### src/rtl/ctra_pkg.sv
package ctra_pkg;

    localparam int NORM_FRAC = 24;
    localparam int FAC_W     = NORM_FRAC + 1;
    localparam int CFG_IDX_W = 2;
    localparam int CFG_DAT_W = 24;
    localparam int INT_W     = 9;

    localparam logic [CFG_IDX_W-1:0] CFG_CLAMP_FLOOR       = 2'd0;
    localparam logic [CFG_IDX_W-1:0] CFG_WINDOW_MIN        = 2'd1;
    localparam logic [CFG_IDX_W-1:0] CFG_WINDOW_INV_SPAN   = 2'd2;
    localparam logic [CFG_IDX_W-1:0] CFG_ATTENUATION_COEFF = 2'd3;

    localparam logic signed [15:0] RST_CLAMP_FLOOR       = -16'sd1000;
    localparam logic signed [15:0] RST_WINDOW_MIN        = -16'sd1024;
    localparam logic [23:0]        RST_WINDOW_INV_SPAN   = 24'd4846;
    localparam logic [15:0]        RST_ATTENUATION_COEFF = 16'd1638;

    localparam logic [FAC_W-1:0] FAC_ONE = {1'b1, {NORM_FRAC{1'b0}}};

    typedef struct packed {
        logic signed [15:0] clamp_floor;
        logic signed [15:0] window_min;
        logic [23:0]        window_inv_span;
        logic [15:0]        attenuation_coeff;
    } t_cfg;

    typedef struct packed {
        logic [FAC_W-1:0] fac;
        logic             last;
    } t_fac_item;

endpackage

### src/rtl/ctra_back.sv
module ctra_back #(
    parameter int TRANSMIT_FRAC_BITS = 24
) (
    input  logic                          i_clk,
    input  logic                          i_rst_n,
    input  ctra_pkg::t_fac_item           i_q_data,
    input  logic                          i_q_empty,
    output logic                          o_q_pop,
    input  logic                          i_res_full,
    output logic                          o_res_push,
    output logic [ctra_pkg::INT_W-1:0]    o_res_data
);
    import ctra_pkg::*;

    localparam int TW = TRANSMIT_FRAC_BITS + 1;
    localparam logic [TW-1:0] T_ONE = {1'b1, {TRANSMIT_FRAC_BITS{1'b0}}};

    logic [TW-1:0]          r_t;
    logic [TW-1:0]          n_t;
    logic [TW+FAC_W-1:0]    w_prod;
    logic [TW-1:0]          w_t_new;
    logic [TW-1:0]          w_rem;

    assign o_q_pop = !i_q_empty && (!i_q_data.last || !i_res_full);

    assign w_prod  = {{FAC_W{1'b0}}, r_t} * {{TW{1'b0}}, i_q_data.fac};
    assign w_t_new = w_prod[NORM_FRAC+TW-1:NORM_FRAC];
    assign w_rem   = T_ONE - w_t_new;

    assign o_res_push = o_q_pop && i_q_data.last;
    assign o_res_data = w_rem[TRANSMIT_FRAC_BITS:TRANSMIT_FRAC_BITS-INT_W+1];

    always_comb begin
        n_t = r_t;
        if (o_q_pop) begin
            n_t = i_q_data.last ? T_ONE : w_t_new;
        end
    end

    always_ff @(posedge i_clk) begin
        if (!i_rst_n) begin
            r_t <= T_ONE;
        end else begin
            r_t <= n_t;
        end
    end

endmodule

### config.mk
export PLATFORM = sky130hd
export DESIGN_NAME = ctra_back
export DESIGN_NICKNAME = d
export VERILOG_FILES = /design/src/rtl/ctra_pkg.sv /design/src/rtl/ctra_back.sv
export SDC_FILE = /design/constraint.sdc
export NUM_CORES = 1
export LEC_CHECK = 0
export BUFFER_PORTS_ARGS = -buffer_cell sky130_fd_sc_hd__clkbuf_2
export CORE_UTILIZATION = 36
export DETAILED_ROUTE_END_ITERATION = 10
export GPL_ROUTABILITY_DRIVEN = 0
export PLACE_DENSITY = 0.54
export SYNTH_ARGS = -nofsm -noshare
export SYNTH_HDL_FRONTEND = slang
export SYNTH_SLANG_ARGS = --single-unit
### constraint.sdc
create_clock -name i_clk -period 17.45 [get_ports i_clk]
set_clock_uncertainty 0.15 [all_clocks]
set_input_delay 1.745 -clock i_clk [delete_from_list [all_inputs] [get_ports i_clk]]
set_output_delay 1.745 -clock i_clk [all_outputs]
set_load 0.02 [all_outputs]
# After elaboration in Yosys (flattened, before gate mapping)
# Index checks and enable logic that the tools add are counted.
[word_totals]
romBits = 0
out_inout_bits = 11
input_bits = 30
regBits = 25
word_cells = 10
memories = 0
mem_bits_rw = 0
latch_bits = 0
[op_classes]
mul = 1
bitwise_logic = 0
shift = 0
n_eq_ne = 0
n_div = 0
mux = 1
addsub = 1
reduce_logical = 6
magnitude_cmp = 0
[ops]
columns = ["cell", "n"]
rows = [
  ["$mul 25x25->49", 1],
  ["$mux 25", 1],
  ["$sub 25x25->25 const A", 1],
  ["$logic_not 1->1", 3],
  ["$logic_and 1x1->1", 2],
  ["$logic_or 1x1->1", 1],
]

# Longest topological paths before layout
# Gate-level depths: netlist of run 1.
[depth]
depth_word = 4
depth_mapped = 29

# Least setup slack after synthesis of run 1
# Ideal clock, no wire load.
[synth_path]
path_type = "input-to-output"
startpoint = "input i_q_data[5] (netlist name)"
endpoint = "output o_res_data[6] (netlist name)"
stages = 29
t_arrival_ps = 8840
setup_slack_ps = 6715
path_buffers = 2
required_ps = 15555
path_cell_list = "clkbuf_1 > clkbuf_1 > nand2_1 > fa_1 > inv_1 > fa_1 > inv_1 > fa_1 > inv_1 > fa_1 > inv_1 > fa_1 > inv_1 > fa_1 > inv_1 > fa_1 > inv_1 > ha_1 > inv_1 > nor3_1 > a221o_1 > o2111ai_2 > a21oi_2 > or3_1 > a211o_1 > nor4_4 > nand3_2 > o41a_1 > nor2_1"
[synth_via]
elab_chain_len = 2
[synth_rtl]
columns = ["item", "line", "rtl"]
rows = [
  ["start, declared", "ctra_back.sv:6", "input ctra_pkg::t_fac_item i_q_data,"],
  ["$mul 25x25->49", "ctra_back.sv:26", "assign w_prod = {{FAC_W{1'b0}}, r_t} * {{TW{1'b0}}, i_q_data.fac};"],
  ["$sub 25x25->25", "ctra_back.sv:28", "assign w_rem = T_ONE - w_t_new;"],
  ["end, declared", "ctra_back.sv:11", "output logic [ctra_pkg::INT_W-1:0] o_res_data"],
]
# No other way between the ends.

# Final worst setup path of run 1
[layout_path]
startpoint = "input i_q_data[17] (netlist name)"
endpoint = "output o_res_data[6] (netlist name)"
# Same word-level chain as after synthesis.

==> impl_metrics.tcl, run 1 <==
set metrics [dict create \
    outcome "complete, no violations" \
    regMostFlops "r_t" \
    synth_edf_count 0 \
    port_buffers 40 \
    clk_latency_ns 0.26 \
    htree_levels 1 \
    ios 41 \
    nNetsFinal 3156 \
    groute.usage.overall 0.2144 \
    post_cts_resized 0 \
    start_util 0.3645 \
    clockBufferDepth 2 \
    async_flop_share 0 \
    crit_type "in2out" \
    min_to "r_t[21]" \
    route.met2.wl_mm 27.35 \
    area_delta_synth_final_pct 4.484 \
    setup_viol 0 \
    cts_buffers 3 \
    syn_avg_cell_area_sq_um 8.686 \
    routedWlPerCell_microns 19.34 \
    yosysTopAreaCell "fa_1" \
    slew_violations 0 \
    slew_headroom 0.2825 \
    syn_area_sq_um 21510 \
    end_kind "output port" \
    cts_tree "done" \
    met3_length_mm 5.171 \
    antenna_left 0 \
    grt_max_degree 27 \
    yosysSeqAreaShare 0.02326 \
    yosys-top-cells-area "fa_1, inv_1, ha_1, and2_1, nand2_1" \
    syn_inst 2477 \
    tightestPinTransition_ns 1.075 \
    crit_required_ns 15.55 \
    syn_nets 3208 \
    grt_pass1_wl_mm 100.3 \
    totalWireLength_mm 61.85 \
    die_w_microns 246.5 \
    dp_hpwl_mm 48.13 \
    via_per_inst 5.059 \
    crit_arrival_ns 9.70 \
    hold_start "r_t[21]" \
    drive_gt1_frac 0.03672 \
    synthFlopType "dfxtp_1" \
    fmax_mhz 86.26 \
    worst-path-max-fanout 25 \
    largest_reg_flops 25 \
    ys_types 59 \
    hold_depth 3 \
    highest_layer "met4" \
    clkSlewWorstSetupHoldPaths_ns 0.06 \
    period_share 0.6644 \
    grt_setup_unrepaired "no" \
    core-area_sq_um 59020 \
    r2r-end "r_t[23]" \
    r2r_slack_ns 9.22 \
    dpl_worst_slack_ns 5.906 \
    synth_top_area_frac 0.4876 \
    synth.ff_latch_count 25 \
    post_cts_buffers 0 \
    r2r_cells 28 \
    postCtsHoldBufs 0 \
    grt_pass1_vias 17890 \
    synthTopCellsByCount "inv_1, fa_1, nand2_1, and2_1, ha_1" \
    startpoint_type "input pin" \
    drc 0 \
    first_iter_violations 1102 \
    period_needed_ns 11.59 \
    die-area_sq_um 60750 \
    vias 16180 \
    final.setup.tns_ns 0 \
    die_h_microns 246.5 \
    cap_violations 0 \
    grt-ovfl-total 0 \
    wirelength_met1_mm 27.88 \
    largest_registers "r_t x25" \
    grt_antenna_before_repair 4 \
    yosysWarnings 0 \
    rows 89 \
    hold_class "reg2reg" \
    synth.most_common_cell "inv_1" \
    timing.rr.start "r_t[11]" \
    drt_pre_antenna_iters 5 \
    fin_ws_ns 5.857 \
    hold_violations 0 \
    cts_sinks 25 \
    cts_root_buf "clkbuf_16" \
]
## area by class of cell
class                   instances  area, sq um
diodes                          1        2.502
clock buffers                   3        75.07
clock inverters                 1        5.005
fillers                      6103        36540
inverters                     612         2297
multi-input cells            1720        18260
flip-flops and latches         25        504.2
well taps                     773        967.2
repair buffers                 63        372.9
## cells by family after synthesis
group                      share of synthesized area
and+or+nand+nor                               0.1884
buffers and inverters                         0.1282
adders and majority gates                     0.5905
AOI/OAI and AO/OA                            0.05531
xor gates and xnor gates                     0.01425
DFF                                          0.02326
## stage by stage
| stage | util | hold WS, ns | cell area [sq um] | std cells |
|---|---|---|---|---|
| finish | 0.3809 | 0.7105 | 22480 | 3198 |
| detailed placement | 0.3795 | 0.6882 | 22400 | 3193 |
| CTS | 0.3808 | 0.6973 | 22480 | 3197 |
| global route | 0.3808 | 0.7393 | 22480 | 3197 |
| global placement | 0.3795 | 0.6957 | 22400 | 3193 |
| floorplan | - | 0.3414 | 21510 | 2477 |
## cell usage in the layout (no fill, tap or decap), types with 6 or more instances in the layout
| master | n |
|---|---|
| dfxtp_1 | 22 |
| buf_4 | 23 |
| a21oi_1 | 58 |
| nor3_1 | 8 |
| o21bai_1 | 6 |
| inv_1 | 612 |
| a21boi_0 | 6 |
| nand4_1 | 13 |
| nor2_1 | 37 |
| a22oi_1 | 18 |
| nand3_1 | 13 |
| xor2_1 | 9 |
| nor2b_1 | 24 |
| and2_1 | 313 |
| clkbuf_2 | 40 |
| o211ai_1 | 7 |
| ha_1 | 177 |
| o21ai_1 | 9 |
| nand2_1 | 367 |
| fa_1 | 524 |
| a31oi_1 | 7 |
| xnor2_1 | 26 |
| o21ai_0 | 29 |
## worst max-delay path by stage
stage,from,endpoint,slack [ns],cells after the start
3_5_place_dp,i_q_data[17],o_res_data[6],5.91,27
2_1_floorplan,i_q_data[5],o_res_data[6],6.71,29
5_1_grt,i_q_data[17],o_res_data[6],5.48,27
6_report,i_q_data[17],o_res_data[6],5.86,27
4_1_cts,i_q_data[17],o_res_data[6],5.87,27
3_3_place_gp,i_q_data[17],o_res_data[6],6.01,27
## layer usage
layer,track usage,vias up
li1,-,7122
met1,0.3092,8385
met2,0.3339,606
met3,0.03867,65
met4,0.04521,0
met5,0,-
## critical path, stage by stage
cell	delay (ns)
clkbuf_2	0.61
nand2_1	0.18
fa_1	0.57
inv_1	0.05
fa_1	0.50
inv_1	0.05
fa_1	0.52
inv_1	0.05
fa_1	0.50
fa_1	0.43
fa_1	0.50
inv_1	0.05
fa_1	0.55
inv_1	0.07
ha_1	0.35
a21oi_1	0.24
nand2_1	0.10
a221oi_2	0.35
o31ai_1	0.16
o31a_1	0.39
xnor2_1	0.24
o21ai_0	0.20
nor4_4	0.32
nand3_2	0.21
o41a_1	0.46
nor2_1	0.10
clkbuf_2	0.18
Power of run 1 is left out: the tool's default activity adds up to more than one toggle a clock period on the data nets, which glitch-free logic cannot reach.
==> inputs of run 2 (changes only) <==
clock period = 11.04 ns   (was 17.45 ns; I/O delays follow)
==> impl_metrics.tcl, run 2 (synthesis results as in run 1) <==
set metrics [dict create \
    outcome "complete, no violations" \
    final.setup.tns_ns 0 \
    nNetsFinal 3168 \
    grt_setup_unrepaired "no" \
    clkSlewWorstSetupHoldPaths_ns 0.06 \
    htree_levels 1 \
    rows 89 \
    grt_max_degree 27 \
    first_iter_violations 1017 \
    tightestPinTransition_ns 1.276 \
    hold_class "reg2reg" \
    startpoint_type "input pin" \
    period_needed_ns 10.29 \
    grt-ovfl-total 0 \
    groute.usage.overall 0.2204 \
    dp_hpwl_mm 50.53 \
    die_h_microns 246.5 \
    cts_root_buf "clkbuf_16" \
    die_w_microns 246.5 \
    drc 0 \
    n_antenna_cell 0 \
    slew_headroom 0.1481 \
    nFillCells 6091 \
    die-area_sq_um 60750 \
    cts_sinks 25 \
    start_util 0.3645 \
    postCtsHoldBufs 0 \
    setup_viol 0 \
    crit_arrival_ns 9.04 \
    vias 16230 \
    ios 41 \
    routedWlPerCell_microns 19.66 \
    area_delta_synth_final_pct 4.879 \
    crit_type "in2out" \
    drive_gt1_frac 0.04064 \
    post_cts_buffers 0 \
    slew_violations 0 \
    cts_tree "done" \
    largest_registers "r_t x25" \
    hold_violations 0 \
    antenna_left 0 \
    crit_required_ns 9.79 \
    final_cell_mix "inv_1, fa_1, nand2_1" \
    drt_pre_antenna_iters 5 \
    port_buffers 40 \
    cap_violations 0 \
    clk_latency_ns 0.26 \
    mostFrequentLayoutCell "inv_1" \
    fmax_mhz 97.16 \
    period_share 0.9323 \
    via_per_inst 5.058 \
    grt_pass1_vias 17960 \
    cts_buffers 3 \
    regMostFlops "r_t" \
    worst-path-max-fanout 25 \
    clockBufferDepth 2 \
    grt_antenna_before_repair 2 \
    grt_pass1_wl_mm 103.0 \
    largest_reg_flops 25 \
    totalWireLength_mm 63.10 \
    post_cts_resized 0 \
    core-area_sq_um 59020 \
    end_kind "output port" \
    whs_ns 0.6973 \
]
==> run 2: cell types whose count changed in the layout (fill, tap and decap cells not counted), sizes merged <==
cell    delta
buf       +12
clkinv     -1
diode      -1
clkbuf     +1
==> run 2: area by class of cell <==
type,instances,area [sq um],share of cell area
Multi-Input combinational cell,1720,18260,0.8090
Sequential cell,25,503.0,0.02229
Clock buffer,4,78.83,0.003493
Timing Repair Buffer,75,462.9,0.02052
Tap cell,773,967.2,0.04286
Inverter,612,2297,0.1018
==> run 2: worst max-delay path, cell delays in order <==
cell and delay, ns:
clkbuf_2 0.53, nand2_1 0.17, fa_1 0.55, fa_1 0.54
inv_1 0.06, fa_1 0.49, fa_1 0.59, fa_1 0.44
fa_1 0.50, inv_1 0.05, fa_1 0.56, inv_1 0.07
ha_1 0.40, nand4_1 0.21, nor3_1 0.32, nand3_1 0.11
o21ai_1 0.32, a21oi_1 0.24, nor2_1 0.26, o2111ai_2 0.19
nor4_4 0.39, nand3_2 0.22, o41a_1 0.44, nor2_1 0.10
clkbuf_2 0.18
==> run 2: path summary, 6_finish.rpt <==
kind,from,endpoint,slack [ns],cells after the start
setup / recovery,i_q_data[11],o_res_data[6],0.75,25
hold / removal,r_t[23],r_t[23],0.70,3
setup reg to reg,r_t[15],r_t[23],2.72,25
hold reg to reg,r_t[23],r_t[23],0.70,3
==> run 2: layer usage <==
metal,GRT usage,share of wire
met1,0.3216,0.45
met5,0,0
met3,0.03769,0.080
met4,0.05192,0.026
met2,0.3382,0.44
==> run 2: per-stage QoR <==
stage	setup WS (ns)	instance area, sq um	cells	util
finish	0.7474	22560	3209	0.3823
detailed placement	0.8142	22490	3205	0.3810
floorplan	1.587	21510	2477	-
global placement	0.8357	22490	3205	0.3810
global route	0.3010	22560	3209	0.3823
CTS	0.7884	22560	3209	0.3823
Power of run 2 is left out for the same reason.
