==> config.mk <==
export PLATFORM = sky130hd
export DESIGN_NAME = ctra_fifo
export DESIGN_NICKNAME = d
export VERILOG_FILES = /design/src/rtl/ctra_fifo.sv
export SDC_FILE = /design/constraint.sdc
export NUM_CORES = 1
export LEC_CHECK = 0
export ABC_AREA = 1
export ABC_CLOCK_PERIOD_IN_PS = 3980
export BUFFER_PORTS_ARGS = -buffer_cell sky130_fd_sc_hd__buf_2
export CAP_MARGIN = 20
export CORE_MARGIN = 2
export CORE_UTILIZATION = 30
export DETAILED_ROUTE_END_ITERATION = 6
export PLACE_DENSITY_LB_ADDON = 0.1
export SYNTH_ARGS = -nofsm -noshare
export SYNTH_HDL_FRONTEND = slang
export SYNTH_SLANG_ARGS = --single-unit
==> constraint.sdc <==
create_clock -name i_clk -period 3.98 [get_ports i_clk]
set_input_delay 0.597 -clock i_clk [delete_from_list [all_inputs] [get_ports i_clk]]
set_output_delay 0.597 -clock i_clk [all_outputs]
set_load 0.01 [all_outputs]
==> src/rtl/ctra_fifo.sv <==
module ctra_fifo #(
    parameter int WIDTH = 26,
    parameter int DEPTH = 4
) (
    input  logic             i_clk,
    input  logic             i_rst_n,
    input  logic             i_push,
    input  logic [WIDTH-1:0] i_data,
    output logic             o_full,
    input  logic             i_pop,
    output logic [WIDTH-1:0] o_data,
    output logic             o_empty
);
    localparam int AW = $clog2(DEPTH);
    localparam int CW = $clog2(DEPTH + 1);

    logic [WIDTH-1:0] r_mem [DEPTH];
    logic [AW-1:0]    r_wr_ptr, r_rd_ptr;
    logic [CW-1:0]    r_cnt;
    logic [AW-1:0]    n_wr_ptr, n_rd_ptr;
    logic [CW-1:0]    n_cnt;
    logic             w_push_ok, w_pop_ok;

    assign o_full    = (r_cnt == CW'(DEPTH));
    assign o_empty   = (r_cnt == '0);
    assign w_push_ok = i_push && !o_full;
    assign w_pop_ok  = i_pop && !o_empty;
    assign o_data    = r_mem[r_rd_ptr];

    always_comb begin
        n_wr_ptr = r_wr_ptr;
        n_rd_ptr = r_rd_ptr;
        n_cnt    = r_cnt;
        if (w_push_ok) begin
            n_wr_ptr = (r_wr_ptr == AW'(DEPTH - 1)) ? '0 : r_wr_ptr + 1'b1;
        end
        if (w_pop_ok) begin
            n_rd_ptr = (r_rd_ptr == AW'(DEPTH - 1)) ? '0 : r_rd_ptr + 1'b1;
        end
        if (w_push_ok && !w_pop_ok) begin
            n_cnt = r_cnt + 1'b1;
        end else if (!w_push_ok && w_pop_ok) begin
            n_cnt = r_cnt - 1'b1;
        end
    end

    always_ff @(posedge i_clk) begin
        if (!i_rst_n) begin
            r_wr_ptr <= '0;
            r_rd_ptr <= '0;
            r_cnt    <= '0;
        end else begin
            r_wr_ptr <= n_wr_ptr;
            r_rd_ptr <= n_rd_ptr;
            r_cnt    <= n_cnt;
        end
    end

    always_ff @(posedge i_clk) begin
        if (w_push_ok) begin
            r_mem[r_wr_ptr] <= i_data;
        end
    end

endmodule

* After elaboration in Yosys (flattened, before gate mapping)
Memory sizes are Yosys's and may differ from the RTL's. A register that Yosys moved wholly into a read port is not among the register bits. Index checks and enable logic that the tools add are counted.
Storage, ports and cells: memories 1, logic and storage cells 29, flip-flop bits (word level) 7, input bits 30, memory bits (writable) 104
Cells by class: $add $sub $neg 4, mux-type cells 8, reductions and logical operators 10, equal/unequal tests 3
Memory list:
- r_mem | words 4, bits a word 26, read ports 1, clocked after Yosys merged registers in 1, write ports 1, RTL line 17 | logic [WIDTH-1:0] r_mem [DEPTH];
Operators with widths (number):
- 2-to-1 mux 2 bit | 4
- 2-to-1 mux 3 bit | 2
- adder 2 x 1 -> 2 bit, second input constant | 2
- == test 2 bit, second input constant | 2
- logical AND 1 bit | 4
- zero test 1 bit | 4
- adder 3 x 1 -> 3 bit, second input constant | 1
- == test 3 bit, second input constant | 1
- zero test 3 bit | 1
- subtractor 3 x 1 -> 3 bit, second input constant | 1
- 2-to-1 mux 1 bit | 2
- nonzero test 2 bit | 1

* Depth between registers and ports, before layout
Gate-level depths: netlist of run 1.
word-level depth 7, gate-level depth with buffers 13, gate-level depth less buffers 13

* Worst setup path after synthesis of run 1
OpenSTA, ideal clock, no wires.
path kind input-to-reg, from input i_push, to memory r_mem[0][0] (enable), slack 1.754 ns, arrival time 1.817 ns, cell stages on the path 2, required time 3.571 ns, library setup time 0.409 ns, path through nand2_1 > nor2_1
On the way: word-level cells in the longest chain between the ends 3
RTL lines:
- start, declared | RTL line 7 | input logic i_push,
- logical AND 1 bit | RTL line 26 | assign w_push_ok = i_push && !o_full;
- 2-to-1 mux 1 bit | RTL line 60 | if (w_push_ok) begin
- 2-to-1 mux 1 bit (not written as such) | RTL line 61 | r_mem[r_wr_ptr] <= i_data;
- end, declared | RTL line 17
Every way passes these cells.

==> metrics.txt, run 1 <==
Fin Clk Skew=about 6.1 ps; clock sink total=113; Layout area overhead=25.4%; initial antenna violation count=0; ys flop type=edfxtp_1; fillers=1316; min-delay src=i_data[22]; layout cells sized above 1=23.1%; fin cells=578; Psw=0.00115 W; largest net degree at the start of global routing=53; CTS H-tree lvls=4; area of the core=14000 µm²; Max Cap Viol=0; Total Nets Final=423; Avg Vias per Cell=roughly 4.5; Ant. Diodes=0; relative max-transition margin=40.9%; crit path capture=o_data[15]; CP arrival=approximately 2000 ps; P_leak=1.99 nW; combinational share of power=22.1%; Cell Area, Placed=4810 µm²; EDFF count, synth=approximately 100; status=finished, final reports clean; Synth area leader=edfxtp_1; DIE WIDTH=124 µm; Core Util, Final=38.8%; Slew Viols, Final=0; GPL Wtd Cong=0.669; reg2reg start=r_cnt[1]; kind of critical path=flop to primary output; Post-CTS Hold Buffers=0; Clock Power Share=40.3%; RSZ-0062 raised after global routing=no; post-CTS setup buffer count=0; number of global-route vias before repair=between 2000 and 3000; clk buf depth=2; Max Clk Rate=around 0.38 GHz; unique cell type count in the Yosys netlist=19; Seq/Total Area, Yosys=76.0%; Synth Cell Area=4350 µm²; Hold Path Stages=1; fin area=5450 µm²; IO Pins=58; most common cell in the netlist=edfxtp_1; FF+latch count, synth=between 100 and 150; Pwr Total=0.00407 W; Syn Area/Cell=13.5 µm²; routed via count=2628; Congestion Overflow GR=0; Post-Syn Instances=323; Pre-antenna DRT Iters=4; switching part of the total=between 20% and 30%; DP Wirelength=between 5000 and 6000 µm; Commonest cells post-synth=104 x edfxtp_1, 67 x nor2_1, 37 x o21ai_0, 26 x o22ai_1; Initial DRC Count=140; Synth top area share=71.8%; TritonCTS clock tree=yes; first-pass GRT wire length=14200 µm; Tightest Pin Transition=between 800 and 900 ps; Flop pwr share=37.6%; Num CTS Buffers=17; number of gates resized after CTS=0; Cell Pwr Density=roughly 750 nW/µm²; row cnt=43; drt drc=0; # setup viols final=0; clk slew on worst S/H paths=50 ps; top cells by area, synth=edfxtp_1 72%, nor2_1 5.8%, o21ai_0 4.3%; buffers added on ports=57; Final Cycle Share=65.4%; Crit. End Element=primary output; Max IR drop VDD=0.255 mV; worst skew pair latency=410 ps; setup slack, reg-to-reg=1870 ps; Critical R2R Capture=r_cnt[1]; Req. time, crit path=3380 ps; asr flop ratio synth=0%; Post-Syn Nets=360; gr usage total=roughly 12%; Worst Setup Start Kind=flop; Final Critical Period=2600 ps; CP Max Fanout=26; final-report hold violation count=0; die height=124 µm; P_int=0.00292 W; initial core utilization=31.0%; DRT antenna net count=0; total wire length=9020 µm; Hold Path Class=input pin to flop; setup TNS=0 ps; # placed instances=547; Die ar.=15500 µm²; Root Driver=clkbuf_16; Yosys warning count=0; WL per Instance=between 15 and 20 µm; R2R cell count=9
## sequential cells by signal, indices dropped and copies added (netlist names), named ones only
register  cells
r_mem       104
r_rd_ptr      2
r_wr_ptr      2
r_cnt         3
## logic make-up (layout without fill, tap and decap cells)
| logic type | after synthesis | after routing | synth area share (%) |
|---|---|---|---|
| flops | 113 | 113 | 76.0 |
| compound gates | 83 | 83 | 10.3 |
| simple gates | 86 | 86 | 7.63 |
| fa+ha+maj | 7 | 7 | 2.19 |
| buf+inv | 34 | 109 | 3.91 |
## area by class of cell
class / count / area [µm²] / area share, %
sequential: 113 / 3300 / 60.6
multi-input combinational: 176 / 905 / 16.6
clock buffer: 17 / 425 / 7.80
timing repair buffer: 59 / 300 / 5.51
tap: 180 / 225 / 4.13
clock inverter: 14 / 219 / 4.02
inverter: 19 / 73.8 / 1.35
## critical path, stage by stage, from the launching register on
cell and delay (ps):
dfxtp_1 400, buf_4 260, inv_2 380, o21ai_0 190, o22ai_1 180, buf_2 160
## power by group through the flow
stage	sequential, W	combinational [W]	clock [W]
after floorplan	0.00152	0.000615	0
after global placement	0.00155	0.000927	0
after detailed placement	0.00155	0.000934	0
after CTS	0.00153	0.000936	0.00167
after global routing	0.00155	0.00103	0.00173
final	0.00153	0.000902	0.00164
## worst min path at each step
| stage | endpoint | slack, ps |
|---|---|---|
| after floorplan | r_cnt[0] | 480 |
| after global placement | r_cnt[0] | 500 |
| after detailed placement | r_cnt[0] | 510 |
| after CTS | r_mem[2][6] | 390 |
| after global routing | r_mem[2][25] | 400 |
| final | r_mem[1][22] | 410 |
## through the flow
step                setup WS, ps  hold WS, ps
floorplan                   1750          480
global placement            1790          500
detailed placement          1740          508
CTS                         1290          393
global route                1180          397
finish                      1380          410
## per-layer routing
metal	wire, µm	vias up	GRT usage (%)
li1	-	1306	-
met1	4140	1255	15.3
met2	4400	55	19.3
met3	352	12	3.74
met4	125	0	6.15
met5	0	-	0
## placed cells by master, fill, tap and decap left out, drive strengths merged
cell type	instances
edfxtp	104
nor2	67
buf	59
o21ai	54
o22ai	26
inv	19
clkbuf	17
nand2	15
dfxtp	9
ha	6
bufinv	6
clkinv	6
a21oi	3
nand3	2
clkinvlp	2
nand3b	1
nand4	1
fa	1
(Power assumes the default switching activity.)
==> run 2: changes to the inputs <==
ABC_CLOCK_PERIOD_IN_PS = 2700   (was 3980)
clock period = 2.7 ns   (was 3.98 ns; I/O delays follow)
==> run 2 against run 1 <==
Compared with the run above:
- power increased by 37%
- largest power group is now registers
- wire length increased by 5.6%
- clock skew increased by 1.6 ps
- first-iteration DRC count decreased by 9.3%
- sequential share of layout area increased by 0.83 points
- clock power increased by 19%
- clock-buffer cell count increased by 5
- non-clock buffer count increased by 6
- sequential cell count unchanged
- register-to-register slack got worse by 1300 ps
- largest cell class unchanged
==> metrics.txt, run 2 (synthesis gave the netlist of run 1 again) <==
status=finished, final reports clean (unchanged); relative max-transition margin=61.5% (was 40.9%); Crit. End Element=primary output (unchanged); total wire length=9530 µm (was 9020 µm); RSZ-0062 raised after global routing=no (unchanged); Layout area overhead=23.7% (was 25.4%); R2R cell count=9 (unchanged); post-CTS setup buffer count=0 (unchanged); row cnt=43 (unchanged); Max Clk Rate=0.417 GHz; buffers added on ports=57 (unchanged); DRT antenna net count=0 (unchanged); most common cell after layout, fill and taps aside=edfxtp_1 (unchanged); register area=3300 µm² (unchanged); Tightest Pin Transition=577 ps (was 885 ps); DIE WIDTH=124 µm (unchanged); Cell Pwr Density=1040 nW/µm² (was 747 nW/µm²); IO Pins=58 (unchanged); max reg flops=104 (unchanged); P_leak=1.98 nW (was 1.99 nW); biggest regs=r_mem (104), r_cnt (3) (unchanged); reg2reg start=r_cnt[1] (unchanged); Avg Vias per Cell=4.67 (was 4.55); Max Cap Viol=0 (unchanged); Fin Clk Skew=7.73 ps (was 6.10 ps); Die ar.=15500 µm² (unchanged); GPL Wtd Cong=0.665 (was 0.669); clk buf depth=2 (unchanged); number of global-route vias before repair=2661 (was 2703); Pre-antenna DRT Iters=4 (unchanged); initial antenna violation count=0 (unchanged); final-report hold violation count=0 (unchanged); Final Critical Period=2400 ps; drt drc=0 (unchanged); clock sink total=113 (unchanged); Psw=0.00172 W (was 0.00115 W); Root Driver=clkbuf_16 (unchanged); die height=124 µm (unchanged); Congestion Overflow GR=0 (unchanged); CP Max Fanout=52 (was 26); CP arrival=1990 ps (was 2000 ps); routed via count=2732 (was 2628); P_int=0.00386 W (was 0.00292 W); Most flops, register=r_mem (unchanged); WL per Instance=16.3 µm (was 15.6 µm); commonest cells after routing, fill and taps aside=104 x edfxtp_1, 63 x nor2_1, 57 x buf_2 (unchanged); fillers=1365 (was 1316); Post-CTS Hold Buffers=0 (unchanged); gr usage total=12.8% (was 12.3%); Ant. Diodes=0 (unchanged); Clock Power Share=34.9% (was 40.3%); Req. time, crit path=2300 ps (was 3380 ps); kind of critical path=flop to primary output (unchanged); area of the core=14000 µm² (unchanged); Initial DRC Count=127 (was 140); switching part of the total=30.9% (was 28.3%); setup TNS=0 ps (unchanged); Max IR drop VDD=0.482 mV (was 0.255 mV); Num CTS Buffers=17 (unchanged); DP Wirelength=5330 µm (was 5290 µm); Hold Path Stages=1 (unchanged); clk slew on worst S/H paths=50 ps (about the same); multi-input logic area=905 µm² (unchanged); # setup viols final=0 (unchanged); setup slack, reg-to-reg=570 ps (was 1870 ps); first-pass GRT wire length=14800 µm (was 14200 µm); min-delay src=i_data[1] (was i_data[22]); initial core utilization=31.0% (unchanged); Total Nets Final=429 (was 423); Final Cycle Share=about nine tenths; Hold Path Class=input pin to flop (unchanged); Flop pwr share=40.7% (was 37.6%); layout cells sized above 1=23.2% (was 23.1%); Worst Setup Start Kind=flop (unchanged); worst hold endpoint=r_mem[0][1] (was r_mem[1][22]); minimum hold slack=203 ps (was 410 ps); Slew Viols, Final=0 (unchanged); TritonCTS clock tree=yes (unchanged); number of gates resized after CTS=0 (unchanged); CTS H-tree lvls=4 (unchanged); combinational share of power=24.4% (was 22.1%); Critical R2R Capture=r_cnt[1] (unchanged); worst skew pair latency=420 ps (was 410 ps); largest net degree at the start of global routing=53 (unchanged)
-- run 2: per-stage QoR --
stage	total power [W]	setup slack [ps]	std cells	area (µm²)	util, %
6_report	0.00558	302	585	5380	38.3
3_5_place_dp	0.00370	582	553	4870	34.7
3_3_place_gp	0.00369	632	553	4870	34.7
2_1_floorplan	0.00315	495	323	4350	-
5_1_grt	0.00591	84.1	585	5380	38.3
4_1_cts	0.00566	210	585	5380	38.3
-- run 2: power groups by stage --
stage                     Clock, W  Combinational (W)  Sequential (W)
after global routing       0.00207            0.00154         0.00230
after global placement           0            0.00138         0.00230
final                      0.00195            0.00136         0.00227
after floorplan                  0           0.000906         0.00224
after CTS                  0.00199            0.00140         0.00228
after detailed placement         0            0.00139         0.00231
-- run 2: final cells by class --
| cell class | instances | area share (%) |
|---|---|---|
| flip-flops and latches | 113 | 61.4 |
| multi-input cells | 176 | 16.8 |
| clock buffers | 22 | 8.26 |
| repair buffers | 65 | 6.65 |
| well taps | 180 | 4.19 |
| inverters | 19 | 1.37 |
| clock inverters | 10 | 1.28 |
-- run 2: worst max path at each step --
stage / start / end / slack (ps) / depth (start not counted)
after floorplan: r_cnt[1] / r_mem[0][0] / 500 / 4
after global placement: r_cnt[1] / r_cnt[1] / 630 / 9
after detailed placement: r_cnt[1] / r_cnt[1] / 580 / 9
after CTS: flop / o_data[23] / 210 / 4
after global routing: flop / o_data[13] / 80 / 4
final: flop / o_data[1] / 300 / 4
-- run 2: worst max-delay path, stage by stage, from the launching register on --
cell and delay (ps):
dfxtp_2 690, inv_4 370, o21ai_0 260, o22ai_1 100, buf_2 150
-- run 2: layer usage --
metal / GRT usage, % / vias to the layer above / wire length (µm)
li1: - / 1315 / -
met1: 15.7 / 1336 / 4360
met2: 19.9 / 69 / 4510
met3: 4.64 / 12 / 491
met4: 6.54 / 0 / 162
met5: 0 / - / 0
